==> src/rtl/dafd_pkg.sv <==
// Shared types, constants and coefficient ROM for the ADPCM frame decoder.
package dafd_pkg;

  localparam int unsigned Q_DEPTH   = 2;
  localparam int unsigned Q_PTR_W   = $clog2(Q_DEPTH);
  localparam int unsigned CH_CMP_W  = 5;
  localparam int unsigned FRAC_BITS = 11;

  localparam logic signed [15:0] SAT_MAX = 16'sd32767;
  localparam logic signed [15:0] SAT_MIN = -16'sd32767;

  typedef logic signed [15:0] pcm_t;

  // one data word with its channel's header already resolved
  typedef struct packed {
    logic [2:0] channel;
    logic [3:0] scale;
    logic [3:0] pred;
    logic [7:0] data;
  } dafd_work_t;

  typedef struct packed {
    pcm_t c0;
    pcm_t c1;
  } coef_pair_t;

  typedef enum logic [1:0] {
    PH_HI = 2'b01,
    PH_LO = 2'b10
  } phase_t;

  function automatic coef_pair_t coef_rom(input logic [3:0] idx);
    coef_pair_t c;
    case (idx)
      4'd0:    c = '{c0: 16'sh0000, c1: 16'sh0000};
      4'd1:    c = '{c0: 16'sh0800, c1: 16'sh0000};
      4'd2:    c = '{c0: 16'sh0000, c1: 16'sh0800};
      4'd3:    c = '{c0: 16'sh0400, c1: 16'sh0400};
      4'd4:    c = '{c0: 16'sh1000, c1: -16'sh0800};
      4'd5:    c = '{c0: 16'sh0e00, c1: -16'sh0600};
      4'd6:    c = '{c0: 16'sh0c00, c1: -16'sh0400};
      4'd7:    c = '{c0: 16'sh1200, c1: -16'sh0a00};
      4'd8:    c = '{c0: 16'sh1068, c1: -16'sh08c8};
      4'd9:    c = '{c0: 16'sh12c0, c1: -16'sh08fc};
      4'd10:   c = '{c0: 16'sh1400, c1: -16'sh0c00};
      4'd11:   c = '{c0: 16'sh0800, c1: -16'sh0800};
      4'd12:   c = '{c0: 16'sh0400, c1: -16'sh0400};
      4'd13:   c = '{c0: -16'sh0400, c1: 16'sh0400};
      4'd14:   c = '{c0: -16'sh0400, c1: 16'sh0000};
      4'd15:   c = '{c0: -16'sh0800, c1: 16'sh0000};
      default: c = '{c0: 16'sh0000, c1: 16'sh0000};
    endcase
    return c;
  endfunction

endpackage

==> src/rtl/dafd_front.sv <==
// Front end: accepts words, applies headers, forwards data words to the queue.
module dafd_front
  import dafd_pkg::*;
#(
  parameter int CHANNELS = 8
) (
  input  logic        clk,
  input  logic        rst_n,
  input  logic        in_valid,
  output logic        in_ready,
  input  logic [2:0]  in_channel,
  input  logic        in_frame_start,
  input  logic [7:0]  in_data_byte,
  input  logic        q_full,
  output logic        q_push,
  output dafd_work_t  q_work
);

  localparam int IDX_W = (CHANNELS > 1) ? $clog2(CHANNELS) : 1;

  logic [3:0]       scale_r [CHANNELS];
  logic [3:0]       pred_r  [CHANNELS];
  logic [IDX_W-1:0] idx;
  logic             accept;
  logic             ch_ok;

  assign idx      = IDX_W'(in_channel);
  assign in_ready = !q_full;
  assign accept   = in_valid && in_ready;
  assign ch_ok    = CH_CMP_W'(in_channel) < CH_CMP_W'(CHANNELS);
  assign q_push   = accept && ch_ok && !in_frame_start;

  assign q_work.channel = in_channel;
  assign q_work.scale   = scale_r[idx];
  assign q_work.pred    = pred_r[idx];
  assign q_work.data    = in_data_byte;

  always_ff @(posedge clk) begin
    if (!rst_n) begin
      for (int i = 0; i < CHANNELS; i++) begin
        scale_r[i] <= '0;
        pred_r[i]  <= '0;
      end
    end else if (accept && ch_ok && in_frame_start) begin
      scale_r[idx] <= in_data_byte[7:4];
      pred_r[idx]  <= in_data_byte[3:0];
    end
  end

endmodule

==> src/rtl/dafd_queue.sv <==
// Short FIFO of resolved data words between front and back.
module dafd_queue
  import dafd_pkg::*;
(
  input  logic       clk,
  input  logic       rst_n,
  input  logic       push,
  input  dafd_work_t push_work,
  output logic       full,
  input  logic       pop,
  output logic       valid,
  output dafd_work_t head_work
);

  dafd_work_t         mem_r [Q_DEPTH];
  logic [Q_PTR_W-1:0] wr_ptr_r;
  logic [Q_PTR_W-1:0] rd_ptr_r;
  logic [Q_PTR_W:0]   count_r;
  logic               do_push;
  logic               do_pop;

  assign full      = count_r == (Q_PTR_W + 1)'(Q_DEPTH);
  assign valid     = count_r != '0;
  assign head_work = mem_r[rd_ptr_r];
  assign do_push   = push && !full;
  assign do_pop    = pop && valid;

  always_ff @(posedge clk) begin
    if (do_push) begin
      mem_r[wr_ptr_r] <= push_work;
    end
  end

  always_ff @(posedge clk) begin
    if (!rst_n) begin
      wr_ptr_r <= '0;
      rd_ptr_r <= '0;
      count_r  <= '0;
    end else begin
      if (do_push) wr_ptr_r <= wr_ptr_r + 1'b1;
      if (do_pop)  rd_ptr_r <= rd_ptr_r + 1'b1;
      case ({do_push, do_pop})
        2'b10:   count_r <= count_r + 1'b1;
        2'b01:   count_r <= count_r - 1'b1;
        default: count_r <= count_r;
      endcase
    end
  end

endmodule

==> src/rtl/dafd_back.sv <==
// Back end: decodes two nibbles per data word against per-channel history.
module dafd_back
  import dafd_pkg::*;
#(
  parameter int CHANNELS = 8
) (
  input  logic        clk,
  input  logic        rst_n,
  input  logic        q_valid,
  input  dafd_work_t  q_work,
  output logic        q_pop,
  output logic        out_valid,
  input  logic        out_ready,
  output logic [2:0]  out_channel,
  output logic signed [15:0] out_sample,
  output logic        out_last
);

  localparam int IDX_W = (CHANNELS > 1) ? $clog2(CHANNELS) : 1;

  pcm_t             h1_r [CHANNELS];
  pcm_t             h2_r [CHANNELS];
  phase_t           phase_r;
  logic             out_valid_r;
  logic [2:0]       out_channel_r;
  pcm_t             out_sample_r;
  logic             out_last_r;

  logic [IDX_W-1:0] idx;
  logic             fire;
  logic             second;
  logic [3:0]       nib;
  coef_pair_t       coef;
  pcm_t             h1;
  pcm_t             h2;
  logic signed [33:0] nib_ext;
  logic signed [33:0] step_term;
  logic signed [31:0] m1;
  logic signed [31:0] m2;
  logic signed [33:0] acc;
  logic signed [33:0] shifted;
  pcm_t             sample;

  assign idx    = IDX_W'(q_work.channel);
  assign fire   = q_valid && (!out_valid_r || out_ready);
  assign second = (phase_r == PH_LO);
  assign q_pop  = fire && second;

  assign nib  = second ? q_work.data[3:0] : q_work.data[7:4];
  assign coef = coef_rom(q_work.pred);
  assign h1   = h1_r[idx];
  assign h2   = h2_r[idx];

  always_comb begin
    nib_ext = 34'(signed'(nib));
    // scale 15 wraps to -32768 in 16-bit delta
    if (q_work.scale == 4'd15) begin
      step_term = -(nib_ext <<< 15);
    end else begin
      step_term = nib_ext <<< q_work.scale;
    end
    m1      = h1 * coef.c0;
    m2      = h2 * coef.c1;
    acc     = (step_term <<< FRAC_BITS) + 34'(m1) + 34'(m2);
    shifted = acc >>> FRAC_BITS;
    if (shifted > 34'sd32767) begin
      sample = SAT_MAX;
    end else if (shifted < -34'sd32767) begin
      sample = SAT_MIN;
    end else begin
      sample = shifted[15:0];
    end
  end

  always_ff @(posedge clk) begin
    if (!rst_n) begin
      for (int i = 0; i < CHANNELS; i++) begin
        h1_r[i] <= '0;
        h2_r[i] <= '0;
      end
    end else if (fire) begin
      h1_r[idx] <= sample;
      h2_r[idx] <= h1;
    end
  end

  always_ff @(posedge clk) begin
    if (!rst_n) begin
      phase_r     <= PH_HI;
      out_valid_r <= 1'b0;
    end else begin
      if (fire) begin
        out_valid_r <= 1'b1;
        case (phase_r)
          PH_HI:   phase_r <= PH_LO;
          PH_LO:   phase_r <= PH_HI;
          default: phase_r <= PH_HI;
        endcase
      end else if (out_ready) begin
        out_valid_r <= 1'b0;
      end
    end
  end

  always_ff @(posedge clk) begin
    if (fire) begin
      out_channel_r <= q_work.channel;
      out_sample_r  <= sample;
      out_last_r    <= second;
    end
  end

  assign out_valid   = out_valid_r;
  assign out_channel = out_channel_r;
  assign out_sample  = out_sample_r;
  assign out_last    = out_last_r;

endmodule

==> src/rtl/dsp_adpcm_frame_decoder_core.sv <==
// Top level of the multichannel 4-bit ADPCM frame decoder.
//
//   Port group | Direction | Handshake          | Word
//   in_        | input     | in_valid/in_ready   | channel, frame_start, data_byte
//   out_       | output    | out_valid/out_ready | channel, sample, last
//
// A header word updates its channel's scale and predictor.
// A data word is decoded in the back end one nibble at a time: each sample
// goes through the shared multiply-accumulate and feeds the channel history.
// Reset clears scale, predictor and both history words of every channel.
// A two-word queue lets the front keep taking words while the output stalls, until it is full.
module dsp_adpcm_frame_decoder_core
  import dafd_pkg::*;
#(
  parameter int CHANNELS = 8
) (
  input  logic        clk,
  input  logic        rst_n,
  input  logic        in_valid,
  output logic        in_ready,
  input  logic [2:0]  in_channel,
  input  logic        in_frame_start,
  input  logic [7:0]  in_data_byte,
  output logic        out_valid,
  input  logic        out_ready,
  output logic [2:0]  out_channel,
  output logic signed [15:0] out_sample,
  output logic        out_last
);

  logic       q_full;
  logic       q_push;
  logic       q_pop;
  logic       q_valid;
  dafd_work_t push_work;
  dafd_work_t head_work;

  dafd_front #(.CHANNELS(CHANNELS)) u_front (
    .clk            (clk),
    .rst_n          (rst_n),
    .in_valid       (in_valid),
    .in_ready       (in_ready),
    .in_channel     (in_channel),
    .in_frame_start (in_frame_start),
    .in_data_byte   (in_data_byte),
    .q_full         (q_full),
    .q_push         (q_push),
    .q_work         (push_work)
  );

  dafd_queue u_queue (
    .clk       (clk),
    .rst_n     (rst_n),
    .push      (q_push),
    .push_work (push_work),
    .full      (q_full),
    .pop       (q_pop),
    .valid     (q_valid),
    .head_work (head_work)
  );

  dafd_back #(.CHANNELS(CHANNELS)) u_back (
    .clk         (clk),
    .rst_n       (rst_n),
    .q_valid     (q_valid),
    .q_work      (head_work),
    .q_pop       (q_pop),
    .out_valid   (out_valid),
    .out_ready   (out_ready),
    .out_channel (out_channel),
    .out_sample  (out_sample),
    .out_last    (out_last)
  );

endmodule

==> config.mk <==
export PLATFORM = sky130hd
export DESIGN_NAME = dsp_adpcm_frame_decoder_core
export DESIGN_NICKNAME = d
export VERILOG_FILES = /design/src/rtl/dafd_pkg.sv /design/src/rtl/dafd_front.sv /design/src/rtl/dafd_queue.sv /design/src/rtl/dafd_back.sv /design/src/rtl/dsp_adpcm_frame_decoder_core.sv
export SDC_FILE = /design/constraint.sdc
export NUM_CORES = 2
export LEC_CHECK = 0
export BUFFER_PORTS_ARGS = -buffer_cell sky130_fd_sc_hd__clkbuf_2
export CORE_MARGIN = 2
export CORE_UTILIZATION = 60
export CTS_BUF_LIST = sky130_fd_sc_hd__clkbuf_16
export CTS_CLUSTER_DIAMETER = 40
export DETAILED_ROUTE_END_ITERATION = 12
export GPL_TIMING_DRIVEN = 0
export PLACE_DENSITY = 0.74
export SYNTH_ARGS = -nofsm -noshare
export SYNTH_HDL_FRONTEND = slang
export SYNTH_HIERARCHICAL = 1
export SYNTH_SLANG_ARGS = --single-unit
export TNS_END_PERCENT = 50
==> constraint.sdc <==
create_clock -name clk -period 25.5 [get_ports clk]
set_clock_uncertainty 0.1 [all_clocks]
set_input_delay 1.275 -clock clk [delete_from_list [all_inputs] [get_ports clk]]
set_output_delay 1.275 -clock clk [all_outputs]
set_load 0.01 [all_outputs]
# --- After elaboration in Yosys (flattened, before gate mapping) ---
# Memories as Yosys holds them, arrays and structs flattened. A register that Yosys moved wholly into a read port is not among the register bits.
# Index checks and enable logic that the tools add are counted.
word_totals:
  wordCells: 81
  rom_bits: 368
  inputBits: 16
  ramBits: 358
  memories: 6
  reg_bits: 27
memory_table:
  columns: ["memory", "depth", "word_bits", "read_ports", "rd_ports_with_merged_regs", "write_ports", "line", "rtl"]
  rows:
  - ["(name not given)", 16, 23, 1, 0, 0, "dafd_pkg.sv:34", "case (idx)"]
  - ["u_back.h1_r", 8, 16, 1, 0, 8, "dafd_back.sv:21", "pcm_t h1_r [CHANNELS];"]
  - ["u_back.h2_r", 8, 16, 1, 0, 8, "dafd_back.sv:22", "pcm_t h2_r [CHANNELS];"]
  - ["u_queue.mem_r", 2, 19, 1, 1, 1, "dafd_queue.sv:15", "dafd_work_t mem_r [Q_DEPTH];"]
  - ["u_front.pred_r", 8, 4, 1, 0, 8, "dafd_front.sv:22", "logic [3:0] pred_r [CHANNELS];"]
  - ["u_front.scale_r", 8, 4, 1, 0, 8, "dafd_front.sv:21", "logic [3:0] scale_r [CHANNELS];"]
classes:
  addsub: 7
  n_mux: 31
  magnitude_cmp: 2
  reduce_logical: 18
  n_eq_ne: 6
  mul: 2
  n_shift: 1
op_table:
  columns: ["operator", "n"]
  rows:
  - ["adder 34 x 32 -> 34 bit", 2]
  - ["multiplier 16 x 16 -> 32 bit", 2]
  - ["two-way mux 16 bit", 4]
  - ["OR reduction 16 bit", 2]
  - ["> comparator 23 x 16 -> 1 bit, second input constant", 1]
  - ["< comparator 23 x 16 -> 1 bit, second input constant", 1]
  - ["two-way mux 23 bit", 1]
  - ["negation 19 -> 23 bit", 1]
  - ["<<< shifter 4 x 4 -> 23 bit", 1]
  - ["two-way mux 1 bit", 17]
  - ["two-way mux 3 bit", 4]
  - ["two-way mux 4 bit", 3]
  - ["OR reduction 4 bit", 2]
  - ["logical AND 1 bit", 7]
  - ["equality test 2 bit, second input constant", 3]
  - ["nonzero test 2 bit", 3]
  - ["equality test 2 x 1 -> 1 bit, second input constant", 2]
  - ["equality test 4 bit, second input constant", 1]
  - ["case mux 2 bit (2 select lines)", 1]
  - ["logical NOT 1 bit", 3]
  - ["adder 1 bit, second input constant", 2]
  - ["adder 2 x 1 -> 2 bit, second input constant", 1]
  - ["two-way mux 2 bit", 1]
  - ["subtractor 2 x 1 -> 2 bit, second input constant", 1]
  - ["logical OR 1 bit", 1]

# --- Logic depth before layout (Yosys ltp) ---
depth:
  depth_word: 10
  depth_mapped: 43
  mapped_depth_nobuf: 36

# --- Cells and area by module ---
# Netlist, hierarchy kept.
by_module_without_submodules:
  columns: ["module", "area_per_inst_um2", "cells_each", "n_inst"]
  rows:
  - ["dafd_back", 28964.0, 2832, 1]
  - ["dafd_front", 3163.0, 213, 1]
  - ["dafd_queue", 1604.0, 85, 1]

# --- Least setup slack after synthesis ---
# Ideal clock, no wire load.
synth_path:
  kind: "reg2reg"
  startpoint: "reg with a tool-made name"
  endpoint: "mem u_back/h1_r[0][10] in the netlist's numbering (data pin)"
  stages_incl_launch_ff: 37
  arrival_ns: 10.150
  path_slack_ns: 14.981
  path_buffers: 8
  required_ns: 25.132
  setup_ns: 0.268
  cell_sequence: "dfxtp_1 > buf_2 > buf_2 > mux2_2 > buf_6 > nor3b_1 > clkbuf_1 > clkbuf_1 > buf_1 > a22oi_1 > nand4_1 > nand2_1 > inv_1 > fa_1 > fa_1 > ha_1 > inv_1 > fa_1 > fa_1 > inv_1 > fa_1 > fa_1 > inv_1 > fa_1 > inv_1 > ha_1 > clkbuf_1 > a21oi_1 > o21ai_0 > a221o_1 > a221o_1 > or3_1 > a221oi_1 > a31oi_1 > buf_2 > nor2_2 > nor3_1"
synth_rtl:
  columns: ["element", "line"]
  rows:
  - ["to (decl)", "dafd_back.sv:21"]

==> impl_metrics.toml <==
[global_routing]
gr-usage-all-layers_pct = 34.4
use_met2_pct = 54.3
grt_pass1_wl_um = 147000
grt_pass1_vias = 25000
grt-busiest-layer = "met2"
met1_usage_pct = 46.5
overflow = 0
grt_max_degree = 33
antenna_found_initial = 1
use_met3_pct = 6.53

[routing]
vias_per_cell = 6.07
drt-wirelength-per-cell_um = 24.2
vias = 24200
first_pass_iters = 6
routed_wl_um = 96500
antenna_left = 0
drt_iter0_drc = 2770
remaining_drc_errors = 0

[worst_setup_path]
max_stage_delay_ns = 1.14
reg2reg_depth = 37
timing.rr.end = "u_back/h1_r[3][14]"
critPathArrivalTime_ns = 15.28
cpMaxStageDelayCell = "nor3b_1"
worstSetupPathType = "flop to flop"
cp-end-kind = "flop"
cpMostUsedCell = "fa_1"
ff2ff_setup_slack_ns = 10.46
cp-start-kind = "flop"
worstPathMaxFanout = 10
cp-endpoint = "u_back/h1_r[3][14]"
cp_data_required_time_ns = 25.74

[clock_tree]
clk_pin_slew_worst_paths_ns = 0.06
clockBufferDepth = 3
clkLatencyLatePin_ns = 0.54
cts_resized = 0
postCtsSetupBuffers = 0
cts_tree = "yes"
cts_hold_buf = 0
htreeDepth = 2
numClockSinks = 386
numCtsBuffers = 35
root_buffer = "clkbuf_16"

[synthesis]
synthCells = 3130
synth_area_um2 = 33700
ys_seq_elements = 386
synth.yosys.seq_area_share_pct = 34.1
synth_area_per_cell_um2 = 10.8
ys_async_sr_fraction_pct = 0
synth-edff-count = 378
yosysUniqueCellTypes = 76
synth_ff_type = "edfxtp_1"
synth_nets = 3803
ys_warn_count = 6

[sta]
finalHoldViolCount = 0
setup_violations = 0
setup_tns_ns = 0
rsz0062_at_grt = "false"
max_freq_mhz = 66.5
finalMaxSlewViolations = 6
slew_headroom_pct = -1.34
finalCritPeriodShare_pct = 59.0
worstMarginPinSlew_ns = 1.52
timing.final.crit_period_ns = 15.04

[finish]
insertedDiodeCount = 0
synthToLayoutAreaGrowth_pct = 7.21
final_layout_size_suffix_gt1_share_pct = 7.11
nets = 3884

[run_status]
violations = "max-slew violations"
status = "finished, violations left"

[die]
chipHeight_um = 241
initial_core_util_pct = 61.0
die_w_um = 241
design.portCount = 38
row_count = 86
core_um2 = 55300
die-area_um2 = 58100

[place]
gp_congestion = 0.983
hpwl_um = 74600
io_buffers = 36

[min_path]
holdCritPathClass = "flop to flop"

[run]
max_cap_violations = 0
[cells in the mapped netlist, drive strengths merged (12+ instances only)]
cell type | count | area, um^2
and3 | 16 | 100
o21ai | 31 | 155
nand4 | 34 | 213
and4 | 32 | 280
a22oi | 119 | 893
nor2 | 369 | 1410
a21oi | 58 | 290
and2 | 82 | 513
xnor2 | 35 | 307
ha | 239 | 2990
inv | 602 | 2260
clkbuf | 121 | 454
nand2 | 159 | 597
nor3 | 127 | 776
nand2b | 25 | 159
mux2 | 26 | 297
xor2 | 13 | 114
nand3 | 15 | 75.1
mux4 | 15 | 372
buf | 49 | 308
edfxtp | 378 | 11400
a31oi | 12 | 75.1
fa | 418 | 8370
nor2b | 14 | 87.6
[cells in the final DEF, fill, tap and decap left out, types with 13 or more instances in the layout]
cell type  netlist  layout
and4_1          32      32
clkbuf_16        0      37
clkbuf_2         0      36
a22oi_1        119     119
mux2_2          25      25
buf_2           21      21
inv_1          600     603
nand4_1         34      34
xnor2_1         35      35
xor2_1          13      13
o21ai_0         30      30
nor3_1          99      99
fa_1           418     418
nor2_1         359     359
nor3_2          28      28
edfxtp_1       378     378
nand2_1        159     151
nand2b_1        24      24
nand3_1         15      15
nor2b_1         14      14
ha_1           239     239
a21oi_1         58      58
clkbuf_1       121     121
and2_1          82      82
and3_1          16      16
[kinds of logic after synthesis]
| group | share of synthesized area, % |
|---|---|
| compound gates | 6.36 |
| xor+xnor | 1.25 |
| fa+ha+maj | 33.7 |
| buf+inv | 8.96 |
| flops | 34.1 |
| mux | 2.28 |
| simple gates | 13.3 |
[how the worst min path moves through the flow]
| stage | startpoint | endpoint | cells past startpoint |
|---|---|---|---|
| 4_1_cts | u_queue/wr_ptr_r | u_queue/wr_ptr_r | 2 |
| 6_report | u_queue/wr_ptr_r | u_queue/wr_ptr_r | 2 |
| 5_1_grt | u_queue/wr_ptr_r | u_queue/wr_ptr_r | 2 |
| 3_3_place_gp | u_queue/wr_ptr_r | u_queue/wr_ptr_r | 2 |
| 2_1_floorplan | u_queue/wr_ptr_r | u_queue/wr_ptr_r | 2 |
| 3_5_place_dp | u_queue/wr_ptr_r | u_queue/wr_ptr_r | 2 |
[cell type report]
| cell class | instances | area, um^2 |
|---|---|---|
| Tap cell | 748 | 936 |
| Buffer | 170 | 762 |
| Inverter | 602 | 2260 |
| Clock buffer | 37 | 926 |
| Multi-Input combinational cell | 1972 | 19200 |
| Fill cell | 4400 | 19100 |
| Clock inverter | 24 | 209 |
| Timing Repair Buffer | 44 | 340 |
| Sequential cell | 386 | 11500 |
[layer usage]
| layer | vias to the layer above | share of wire [%] |
|---|---|---|
| met2 | 1378 | 46 |
| met5 | - | 0 |
| met3 | 245 | 10 |
| met4 | 0 | 5.5 |
| met1 | 12100 | 38 |
| li1 | 10400 | - |
[registers in the layout, summed over array words and instances (netlist names), 2 cells and up, named ones only]
signal,flops
u_back/h1_r,128
u_back/h2_r,128
u_queue/mem_r,38
u_front/pred_r,32
u_front/scale_r,32
u_back/out_sample,16
u_back/out_channel,3
u_back/phase_r,2
u_queue/count_r,2
[metrics by stage]
step | util, % | std cells | setup WS [ns] | area (um^2) | hold slack [ns]
2_1_floorplan | - | 3130 | 14.98 | 33700 | 0.357
3_3_place_gp | 63.0 | 3914 | 11.10 | 34800 | 0.365
3_5_place_dp | 63.3 | 3922 | 10.93 | 35000 | 0.375
4_1_cts | 65.4 | 3983 | 10.94 | 36200 | 0.385
5_1_grt | 65.4 | 3983 | 10.00 | 36200 | 0.410
6_report | 65.4 | 3983 | 10.46 | 36200 | 0.396
[worst max-delay path: cells and delay by family, from the launching register on]
kind | cells | cell delay (ns)
XOR/XNOR | 1 | 0.21
buffers and inverters | 14 | 4.54
AO/OA/AOI/OAI | 7 | 2.61
flip-flops | 1 | 0.31
AND/OR/NAND/NOR | 5 | 2.57
adder cells (fa/ha/maj) | 9 | 4.06
multiplexers | 1 | 0.41
Power is left out: the tool's default activity adds up to more than one toggle a clock period on the data nets, which glitch-free logic cannot reach.
